### src/hw/rtl/ple_pkg.sv
// ple_pkg: shared constants, opcodes, status codes and cell control type
// for the positional list engine. No dependencies.
package ple_pkg;

  localparam int DATA_W        = 32;
  localparam int OP_W          = 3;
  localparam int POS_W         = 6;
  localparam int ST_W          = 2;
  localparam int CNT_OUT_W     = 7;
  localparam int DEFAULT_DEPTH = 64;

  localparam logic [OP_W-1:0] OP_APPEND = 3'd0;
  localparam logic [OP_W-1:0] OP_POP    = 3'd1;
  localparam logic [OP_W-1:0] OP_READ   = 3'd2;
  localparam logic [OP_W-1:0] OP_INSERT = 3'd3;
  localparam logic [OP_W-1:0] OP_ERASE  = 3'd4;

  localparam logic [ST_W-1:0] ST_OK    = 2'd0;
  localparam logic [ST_W-1:0] ST_RANGE = 2'd1;
  localparam logic [ST_W-1:0] ST_FULL  = 2'd2;
  localparam logic [ST_W-1:0] ST_EMPTY = 2'd3;

  localparam logic signed [DATA_W-1:0] READ_SENTINEL = 32'sh8000_0001;

  typedef struct packed {
    logic app;
    logic ins;
    logic era;
  } cell_ctrl_t;

endpackage

### src/hw/rtl/ple_cell.sv
// ple_cell: one list entry; loads a word, takes its left neighbor on insert
// or its right neighbor on erase. Depends on ple_pkg.
module ple_cell #(
  parameter int IDX = 0,
  parameter int KW  = 7
) (
  input  logic                               clk,
  input  ple_pkg::cell_ctrl_t                ctrl,
  input  logic [KW-1:0]                      pos,
  input  logic [KW-1:0]                      cnt,
  input  logic signed [ple_pkg::DATA_W-1:0]  value,
  input  logic signed [ple_pkg::DATA_W-1:0]  left,
  input  logic signed [ple_pkg::DATA_W-1:0]  right,
  output logic signed [ple_pkg::DATA_W-1:0]  q,
  output logic signed [ple_pkg::DATA_W-1:0]  hit
);

  localparam logic [KW-1:0] MY_IDX = KW'(IDX);

  always_ff @(posedge clk) begin
    if (ctrl.app) begin
      if (MY_IDX == cnt) q <= value;
    end else if (ctrl.ins) begin
      if (MY_IDX == pos) q <= value;
      else if (MY_IDX > pos) q <= left;
    end else if (ctrl.era) begin
      if (MY_IDX >= pos) q <= right;
    end
  end

  assign hit = (MY_IDX == pos) ? q : '0;

endmodule

### config.mk
export PLATFORM = sky130hd
export DESIGN_NAME = ple_cell
export DESIGN_NICKNAME = d
export VERILOG_FILES = /design/src/hw/rtl/ple_pkg.sv /design/src/hw/rtl/ple_cell.sv
export SDC_FILE = /design/constraint.sdc
export NUM_CORES = 1
export LEC_CHECK = 0
export ABC_CLOCK_PERIOD_IN_PS = 3000
export BUFFER_PORTS_ARGS = -buffer_cell sky130_fd_sc_hd__buf_2
export CORE_UTILIZATION = 42
export CTS_BUF_LIST = sky130_fd_sc_hd__clkbuf_4 sky130_fd_sc_hd__clkbuf_8
export CTS_CLUSTER_SIZE = 16
export DETAILED_ROUTE_END_ITERATION = 8
export PLACE_DENSITY = 0.83
export RECOVER_POWER = 50
export SLEW_MARGIN = 40
export SYNTH_ARGS = -nofsm -noshare
export SYNTH_HDL_FRONTEND = slang
export SYNTH_SLANG_ARGS = --single-unit
export TNS_END_PERCENT = 1
### constraint.sdc
create_clock -name clk -period 3 [get_ports clk]
set_input_delay 0.15 -clock clk [delete_from_list [all_inputs] [get_ports clk]]
set_output_delay 0.15 -clock clk [all_outputs]
set_load 0.02 [all_outputs]
==> impl_results.md, run 1 <==
- Die X-Extent: 77.9 um
- Sw Ratio: 26.0%
- Syn_area_per_cell: 10.2 um^2
- FP Rows: 27
- Share of cells above drive strength 1: 47.7%
- Pins Over Slew Limit: 0
- Hold-fix buffers at CTS: 0
- # IOs: 178
- Yosys warning count: 0
- Max-cap viol count: 0
- Top cells by count, synth: 33 x inv_1, 32 x and3_1, 32 x edfxtp_1
- Crit path capture type: primary output
- Run status: finished clean
- Postcts setup bufs: 0
- Data arrival, critical path: 1.92 ns
- Max FFs per register: 32
- Initial antenna violation count: 0
- Flops & latches, synth: 32
- Largest Register: q
- RSZ-0062 raised after global routing: false
- Overall global routing resource usage: 24.9%
- Cts bufs inserted: 5
- Drt pass-1 iters: 4
- Switching pwr: 0.000279 W
- Crit Path Max Fanout: 64
- CP Launch Type: input pin
- CTS H-tree lvls: 2
- Net count, final: 511
- Mapped Nets: 350
- Gate power share: 22.6%
- Post-synth top area cell: edfxtp_1
- Vias in the first global route: 2543
- PwrDens: 321 nW/um^2
- Type of the most critical hold path: in2reg
- Final hold vios: 0
- Initial DRC count: 127
- Vias/cell: 5.73
- Die H: 77.9 um
- FMAX: 483 MHz
- Worst slew pin tran: 1.15 ns
- Antenna diodes: 0
- Core Area: 5540 um^2
- ANT nets after route: 0
- Final Non-Filler Cells: 470
- Critical Setup Path Class: in2out
- Detailed Place HPWL: 5.32 mm
- WP data required: 2.85 ns
- Most common cell in the netlist: inv_1
- Worst IR drop on VDD: 0.148 mV
- Vias post-DR: 2691
- Largest net degree at the start of global routing: 65
- First-pass GRT wire length: 11.9 mm
- Routability cong.: 0.835
- Clock Path Buffers: 2
- Top flop regs: q x32
- Post-Syn Instances: 236
- Clock Power Share: 30.6%
- Synthesized area: 2420 um^2
- Reg clk slew, reported paths: 0.06 ns
- Area contributors post-synth: edfxtp_1 40%, a311oi_2 17%, a211oi_1 9.6%
- Seq pwr share: 46.8%
- Setup violators final: 0
- Gates resized, CTS repair: 0
- Clock sinks: 32
- IO buf count: 177
- Period utilisation layout: 68.9%
- Starting density of the core: 43.6%
- Routed WL per cell: 16.2 um
- Tmin final: 2.07 ns
- Slew margin rel.: 23.5%
- Share of flip-flops with an asynchronous set or reset: 0%
- DRC Markers: 0
- Area Overhead vs Synth: 38.3%
- TritonCTS clock tree: yes
- P_leak: 1.58 nW
- Root buf cell: clkbuf_8
- Post-synthesis sequential area ratio: 39.8%
- Setup TNS: 0 ns
- Synth unique cells: 23
- Global route total overflow: 0
- Fillers: 509
- Ys flop type: edfxtp_1
- Int Power: 0.000794 W
- Top-area cell type share of the netlist area: 39.8%
- Routed wire length: 7.60 mm
- Die ar.: 6060 um^2
- Number of flops mapped to enable cells by yosys: 32
- Placed insts: 462
[area by class of cell]
class                   instances  area, um^2  share of cell area, %
repair buffers                186         907                   27.1
inverters                      33         124                   3.71
flip-flops and latches         32         961                   28.7
multi-input cells             139        1170                   35.1
clock inverters                 1        3.75                  0.112
well taps                      72        90.1                   2.69
clock buffers                   7        83.8                   2.51
[cells in the final DEF (no fill, tap or decap), types with 2 or more instances in the layout]
cell type / count
o22ai_1: 31
clkbuf_2: 2
clkbuf_1: 33
and3_1: 32
a311oi_1: 4
buf_4: 7
a211oi_1: 31
a311oi_2: 27
nor2_1: 3
buf_2: 144
edfxtp_1: 32
clkbuf_8: 5
inv_1: 33
clkbuf_4: 2
nor4_1: 2
[through the flow]
step	hold WS, ns	worst slack, ns	cell area [um^2]	util (%)	total power, W
after global placement	0.496	1.27	3300	59.6	0.000748
after global routing	0.221	0.871	3340	60.3	0.00112
after floorplan	0.379	0.894	2420	-	0.000647
after detailed placement	0.491	1.18	3300	59.6	0.000754
after CTS	0.211	1.38	3390	61.2	0.00108
final	0.220	0.932	3340	60.3	0.00107
[power groups by stage]
stage	clock network [W]	registers (W)	logic, W
floorplan	0	0.000515	0.000132
global placement	0	0.000512	0.000236
detailed placement	0	0.000512	0.000242
CTS	0.000332	0.000502	0.000243
global route	0.000353	0.000502	0.000265
finish	0.000328	0.000502	0.000242
[logic make-up after synthesis]
logic type,synth area share (%)
buf+inv,12.3
simple gates,11.0
flops,39.8
compound gates,36.9
[metal layers]
metal	part of all wire [%]	GRT usage (%)	wire, um	vias to the layer above
met5	0	0	0	-
met2	52	47.4	3970	142
met3	6.7	3.65	506	17
li1	-	-	-	1268
met4	2.1	9.25	163	0
met1	39	27.6	2960	1264
[worst paths after layout]
| path | startpoint | endpoint | depth (start not counted) |
|---|---|---|---|
| setup / recovery | pos[3] | hit[19] | 5 |
| hold / removal | right[30] | q[30] | 3 |
[critical path: stages]
cell	delay [ns]
buf_2	0.11
nor4_4	0.26
clkbuf_2	0.90
and3_1	0.29
buf_2	0.16
(Power assumes the default switching activity.)
==> run 2: changes to the inputs <==
- ABC_AREA: default -> 1
- ABC_CLOCK_PERIOD_IN_PS: 3000 -> 2000
- CORE_UTILIZATION: 42 -> 41
- clock period: 3 -> 2 ns (I/O delays scaled with it)
==> impl_results.md, run 2 <==
- Run status: finished clean
- Routed WL per cell: 10.9 um (-33%)
- Top flop regs: q x32
- Die H: 76.8 um (-1.4%)
- RSZ-0062 raised after global routing: false
- Ys flop type: edfxtp_1
- Vias/cell: 4.39 (-23%)
- IO buf count: 177 (unchanged)
- Flops & latches, synth: 32 (unchanged)
- WP data required: 1.90 ns (-0.95 ns)
- Hold-fix buffers at CTS: 0 (unchanged)
- Root buf cell: clkbuf_8
- Mapped Nets: 446 (+27%)
- Reg clk slew, reported paths: 0.06 ns (about the same)
- Post-synth top area cell: edfxtp_1
- Global route total overflow: 0 (unchanged)
- Worst slew pin tran: 0.781 ns (-0.366 ns)
- Setup violators final: 0 (unchanged)
- Tmin final: 1.55 ns
- Yosys warning count: 0 (unchanged)
- DRC Markers: 0 (unchanged)
- FMAX: 645 MHz
- Period utilisation layout: 77.5%
- Clock Path Buffers: 2 (unchanged)
- Post-synthesis sequential area ratio: 41.9% (+2.1 points)
- Slowest CP cell: clkbuf_2
- Syn_area_per_cell: 6.91 um^2 (-33%)
- Most common cell in the netlist: nand2_1
- Vias post-DR: 2535 (-5.8%)
- Detailed Place HPWL: 4.83 mm (-9.1%)
- Crit path capture type: flip-flop
- Initial antenna violation count: 0 (unchanged)
- FP Rows: 26 (-3.7%)
- Worst IR drop on VDD: 0.242 mV (+64%)
- Antenna diodes: 0 (unchanged)
- Fin Hold WS: 0.0896 ns (-0.130 ns)
- Routed wire length: 6.28 mm (-17%)
- Post-Syn Instances: 332 (+41%)
- TritonCTS clock tree: yes
- Starting density of the core: 43.8% (+0.18 points)
- Drt pass-1 iters: 4 (unchanged)
- CP bufs+invs: 3 (unchanged)
- Share of flip-flops with an asynchronous set or reset: 0% (unchanged)
- Top-area cell type share of the netlist area: 41.9% (+2.1 points)
- Share of cells above drive strength 1: 35.3% (-12 points)
- Net count, final: 620 (+21%)
- Top cells by count, synth: 136 x nand2_1, 52 x inv_1, 35 x nor2_1
- Type of the most critical hold path: in2reg
- # IOs: 178 (unchanged)
- Setup TNS: 0 ns (unchanged)
- Synthesized area: 2290 um^2 (-5.1%)
- Cts bufs inserted: 5 (unchanged)
- Max-cap viol count: 0 (unchanged)
- Synth unique cells: 15 (-35%)
- Overall global routing resource usage: 22.1% (-2.8 points)
- CP Launch Type: input pin
- Commonest non-fill, non-tap cell in the layout: buf_2
- Routability cong.: 0.873 (+4.5%)
- Most used cell, CP: nand2_1
- ANT nets after route: 0 (unchanged)
- Most frequent cells in the layout: 145 x buf_2, 135 x nand2_1, 52 x inv_1, 35 x nor2_1
- Core Area: 5240 um^2 (-5.5%)
- Largest net degree at the start of global routing: 65 (unchanged)
- Area contributors post-synth: edfxtp_1 42%, nand2_1 22%, nand3_2 8.7%
- First-pass GRT wire length: 10.4 mm (-13%)
- Area Overhead vs Synth: 40.7%
- Largest Register: q
- Max FFs per register: 32 (unchanged)
- Vias in the first global route: 2414 (-5.1%)
- PwrDens: 546 nW/um^2 (+70%)
- Gates resized, CTS repair: 0 (unchanged)
- Pins Over Slew Limit: 0 (unchanged)
- CTS H-tree lvls: 2 (unchanged)
- Die ar.: 5900 um^2 (-2.7%)
- Initial DRC count: 61 (-52%)
- Critical path's top delay family: buffers and inverters
- Die X-Extent: 76.8 um (-1.4%)
- Number of flops mapped to enable cells by yosys: 32 (unchanged)
- Data arrival, critical path: 1.45 ns (-0.47 ns)
- Crit Path Max Fanout: 32 (-50%)
- Postcts setup bufs: 0 (unchanged)
- Slew margin rel.: 48.0% (+24 points)
- Crit-path cells: buf_2, inv_1, nand2_1, nor2_1, nand2_2, nand2_1, nand2_1, nor2_4, clkbuf_2
- Clock sinks: 32 (unchanged)
- Critical Path Max Stage Delay: 0.61 ns (-0.29 ns)
- Critical Setup Path Class: in2reg
- P_leak: 1.92 nW (+22%)
- Final hold vios: 0 (unchanged)
run 2: cell types whose count changed in the layout (fill, tap and decap cells not counted), moves of 20 or more:
cell	before	now
and3_1	32	0
a211oi_1	31	0
clkinv_1	1	21
nor2_1	3	35
o22ai_1	31	0
a311oi_2	27	0
nand2_1	0	135
run 2: per-stage QoR:
step                      setup slack (ns)  power (W)  util (%)  instance area [um^2]  instances
final                                0.450    0.00176      61.7                  3230        577
after global routing                 0.338    0.00187      61.7                  3230        577
after CTS                            0.573    0.00180      63.0                  3300        577
after detailed placement             0.484    0.00134      61.4                  3220        569
after global placement               0.544    0.00133      61.4                  3220        569
after floorplan                     0.0675    0.00113         -                  2300        332
run 2: path summary, 6_finish.rpt:
kind	depth (start not counted)	endpoint	start	slack, ns
setup / recovery	9	q[8]	pos[2]	0.45
hold / removal	3	q[30]	value[30]	0.09
run 2: cell families after synthesis:
group | share of synthesized area (%)
simple gates | 41.3
flops | 41.9
buf+inv | 16.6
compound gates | 0.273
run 2: cell type report:
class / instances / area [um^2]
multi-input cells: 211 / 936
inverters: 73 / 274
repair buffers: 183 / 888
flip-flops and latches: 32 / 961
clock buffers: 5 / 68.8
well taps: 70 / 87.6
clock inverters: 3 / 13.8
fillers: 508 / 2010
run 2: where the power goes:
part	internal [W]	switching (W)
Clock	0.000235	0.000219
Combinational	0.000172	0.000278
Sequential	0.000825	0.0000356
Total	0.00123	0.000533
run 2: routing by layer:
layer | global-route usage (%) | vias up | share of wire [%]
li1 | - | 1326 | -
met1 | 23.7 | 1094 | 40
met2 | 40.8 | 103 | 51
met3 | 5.00 | 12 | 5.8
met4 | 9.81 | 0 | 2.3
met5 | 0 | - | 0
==> run 3: changes to the inputs <==
- ABC_CLOCK_PERIOD_IN_PS: 2000 -> 1560
- clock period: 2 -> 1.56 ns (I/O delays scaled with it)
==> impl_results.md, run 3 (synthesis gave the netlist of run 2 again) <==
- Type of the most critical hold path: in2reg
- Detailed Place HPWL: 5.33 mm (+10%)
- CP Launch Type: input pin
- Gate power share: 25.4% (about the same)
- FP Rows: 26 (unchanged)
- WP data required: 1.48 ns (-0.42 ns)
- Initial antenna violation count: 0 (unchanged)
- Critical Setup Path Class: in2out
- Die ar.: 5900 um^2 (unchanged)
- Reg clk slew, reported paths: 0.07 ns (about the same)
- Postcts setup bufs: 0 (unchanged)
- Data arrival, critical path: 1.11 ns (-0.34 ns)
- Core Area: 5240 um^2 (unchanged)
- Crit Path Max Fanout: 23 (-28%)
- Vias post-DR: 2595 (+2.4%)
- # IOs: 178 (unchanged)
- Run status: finished clean
- Root buf cell: clkbuf_8
- Starting density of the core: 43.8% (unchanged)
- Clock Power Share: 26.7% (+0.9 points)
- Share of cells above drive strength 1: 33.7% (-1.6 points)
- Die H: 76.8 um (unchanged)
- Routed WL per cell: 11.2 um (+2.8%)
- RSZ-0062 raised after global routing: false
- Placed insts: 573 (+0.70%)
- Vias in the first global route: 2477 (+2.6%)
- Sw Ratio: 29.1% (-1.0 points)
- Fillers: 537 (+5.7%)
- Max-cap viol count: 0 (unchanged)
- Worst slew pin tran: 0.279 ns (-0.501 ns)
- Hold wc startpoint: value[14]
- Overall global routing resource usage: 22.8% (+0.71 points)
- Switching pwr: 0.000670 W (+26%)
- Antenna diodes: 0 (unchanged)
- Top flop regs: q x32
- FMAX: 844 MHz
- Routability cong.: 0.868 (-0.58%)
- Setup crit start: pos[0]
- Net count, final: 624 (+0.65%)
- Max FFs per register: 32 (unchanged)
- DRC Markers: 0 (unchanged)
- Drt pass-1 iters: 5 (+1)
- Design Power: 0.00230 W (+30%)
- Int Power: 0.00163 W (+32%)
- Crit path capture type: primary output
- Tmin final: 1.19 ns
- Worst IR drop on VDD: 0.358 mV (+48%)
- Commonest non-fill, non-tap cell in the layout: buf_2
- Seq pwr share: 47.9% (-0.9 points)
- ANT nets after route: 0 (unchanged)
- Cts bufs inserted: 5 (unchanged)
- P_leak: 1.93 nW (+0.73%)
- Setup TNS: 0 ns (unchanged)
- Vias/cell: 4.47 (+1.7%)
- PwrDens: 712 nW/um^2 (+30%)
- Slew margin rel.: 81.3% (+33 points)
- Clock sinks: 32 (unchanged)
- Largest Register: q
- Final Non-Filler Cells: 581 (+0.69%)
- Hold-fix buffers at CTS: 0 (unchanged)
- Routed wire length: 6.50 mm (+3.5%)
- Largest net degree at the start of global routing: 33 (-49%)
- Initial DRC count: 129 (+110%)
- Pins Over Slew Limit: 0 (unchanged)
- Global route total overflow: 0 (unchanged)
- TritonCTS clock tree: yes
- Final hold vios: 0 (unchanged)
- IO buf count: 177 (unchanged)
- Period utilisation layout: 76.0%
- Most frequent cells in the layout: 145 x buf_2, 136 x nand2_1, 52 x inv_1, 35 x nor2_1
- Clock Path Buffers: 2 (unchanged)
- First-pass GRT wire length: 10.7 mm (+2.9%)
- CTS H-tree lvls: 2 (unchanged)
- Die X-Extent: 76.8 um (unchanged)
- Area Overhead vs Synth: 40.6% (about the same)
- Setup violators final: 0 (unchanged)
- Gates resized, CTS repair: 0 (unchanged)
run 3: cell types whose count changed in the layout (fill, tap and decap cells not counted), sizes merged:
| cell | before | now |
|---|---|---|
| buf | 150 | 155 |
| clkbuf | 38 | 39 |
| clkinv | 23 | 21 |
run 3: area by class of cell:
class | instances | area [um^2] | share of cell area [%]
Timing Repair Buffer | 187 | 933 | 28.9
Inverter | 73 | 274 | 8.49
Clock buffer | 7 | 83.8 | 2.60
Sequential cell | 32 | 961 | 29.8
Clock inverter | 1 | 3.75 | 0.116
Multi-Input combinational cell | 211 | 883 | 27.4
Tap cell | 70 | 87.6 | 2.71
run 3: metal layers:
| metal | track usage (%) | part of all wire, % |
|---|---|---|
| met5 | 0 | 0 |
| met3 | 4.40 | 5.1 |
| met2 | 43.6 | 55 |
| met1 | 24.3 | 38 |
| met4 | 8.65 | 2.5 |
run 3: path summary, 6_finish.rpt:
path | to | cells past startpoint
max | hit[12] | 8
min | q[14] | 3
run 3: stage by stage:
stage	utilization (%)	hold WS (ns)	worst slack [ns]	instance area, um^2
after detailed placement	62.2	0.350	0.240	3260
final	61.6	0.0685	0.375	3230
after global routing	61.6	0.0740	0.247	3230
after global placement	62.2	0.348	0.287	3260
after CTS	63.9	0.0620	0.412	3350
after floorplan	-	0.263	0.00295	2300
run 3: power groups by stage:
stage                     Clock, W  Sequential [W]  Combinational (W)
final                     0.000614         0.00110           0.000583
after global routing      0.000654         0.00111           0.000656
after CTS                 0.000627         0.00110           0.000622
after detailed placement         0         0.00112           0.000621
after global placement           0         0.00111           0.000604
after floorplan                  0         0.00122           0.000229
run 3: worst max-delay path: stages:
cell and delay [ns]:
buf_2 0.10, inv_1 0.04, nand2_1 0.04, nor2_1 0.17
nand2_1 0.15, buf_4 0.24, nor2_1 0.11, buf_2 0.17
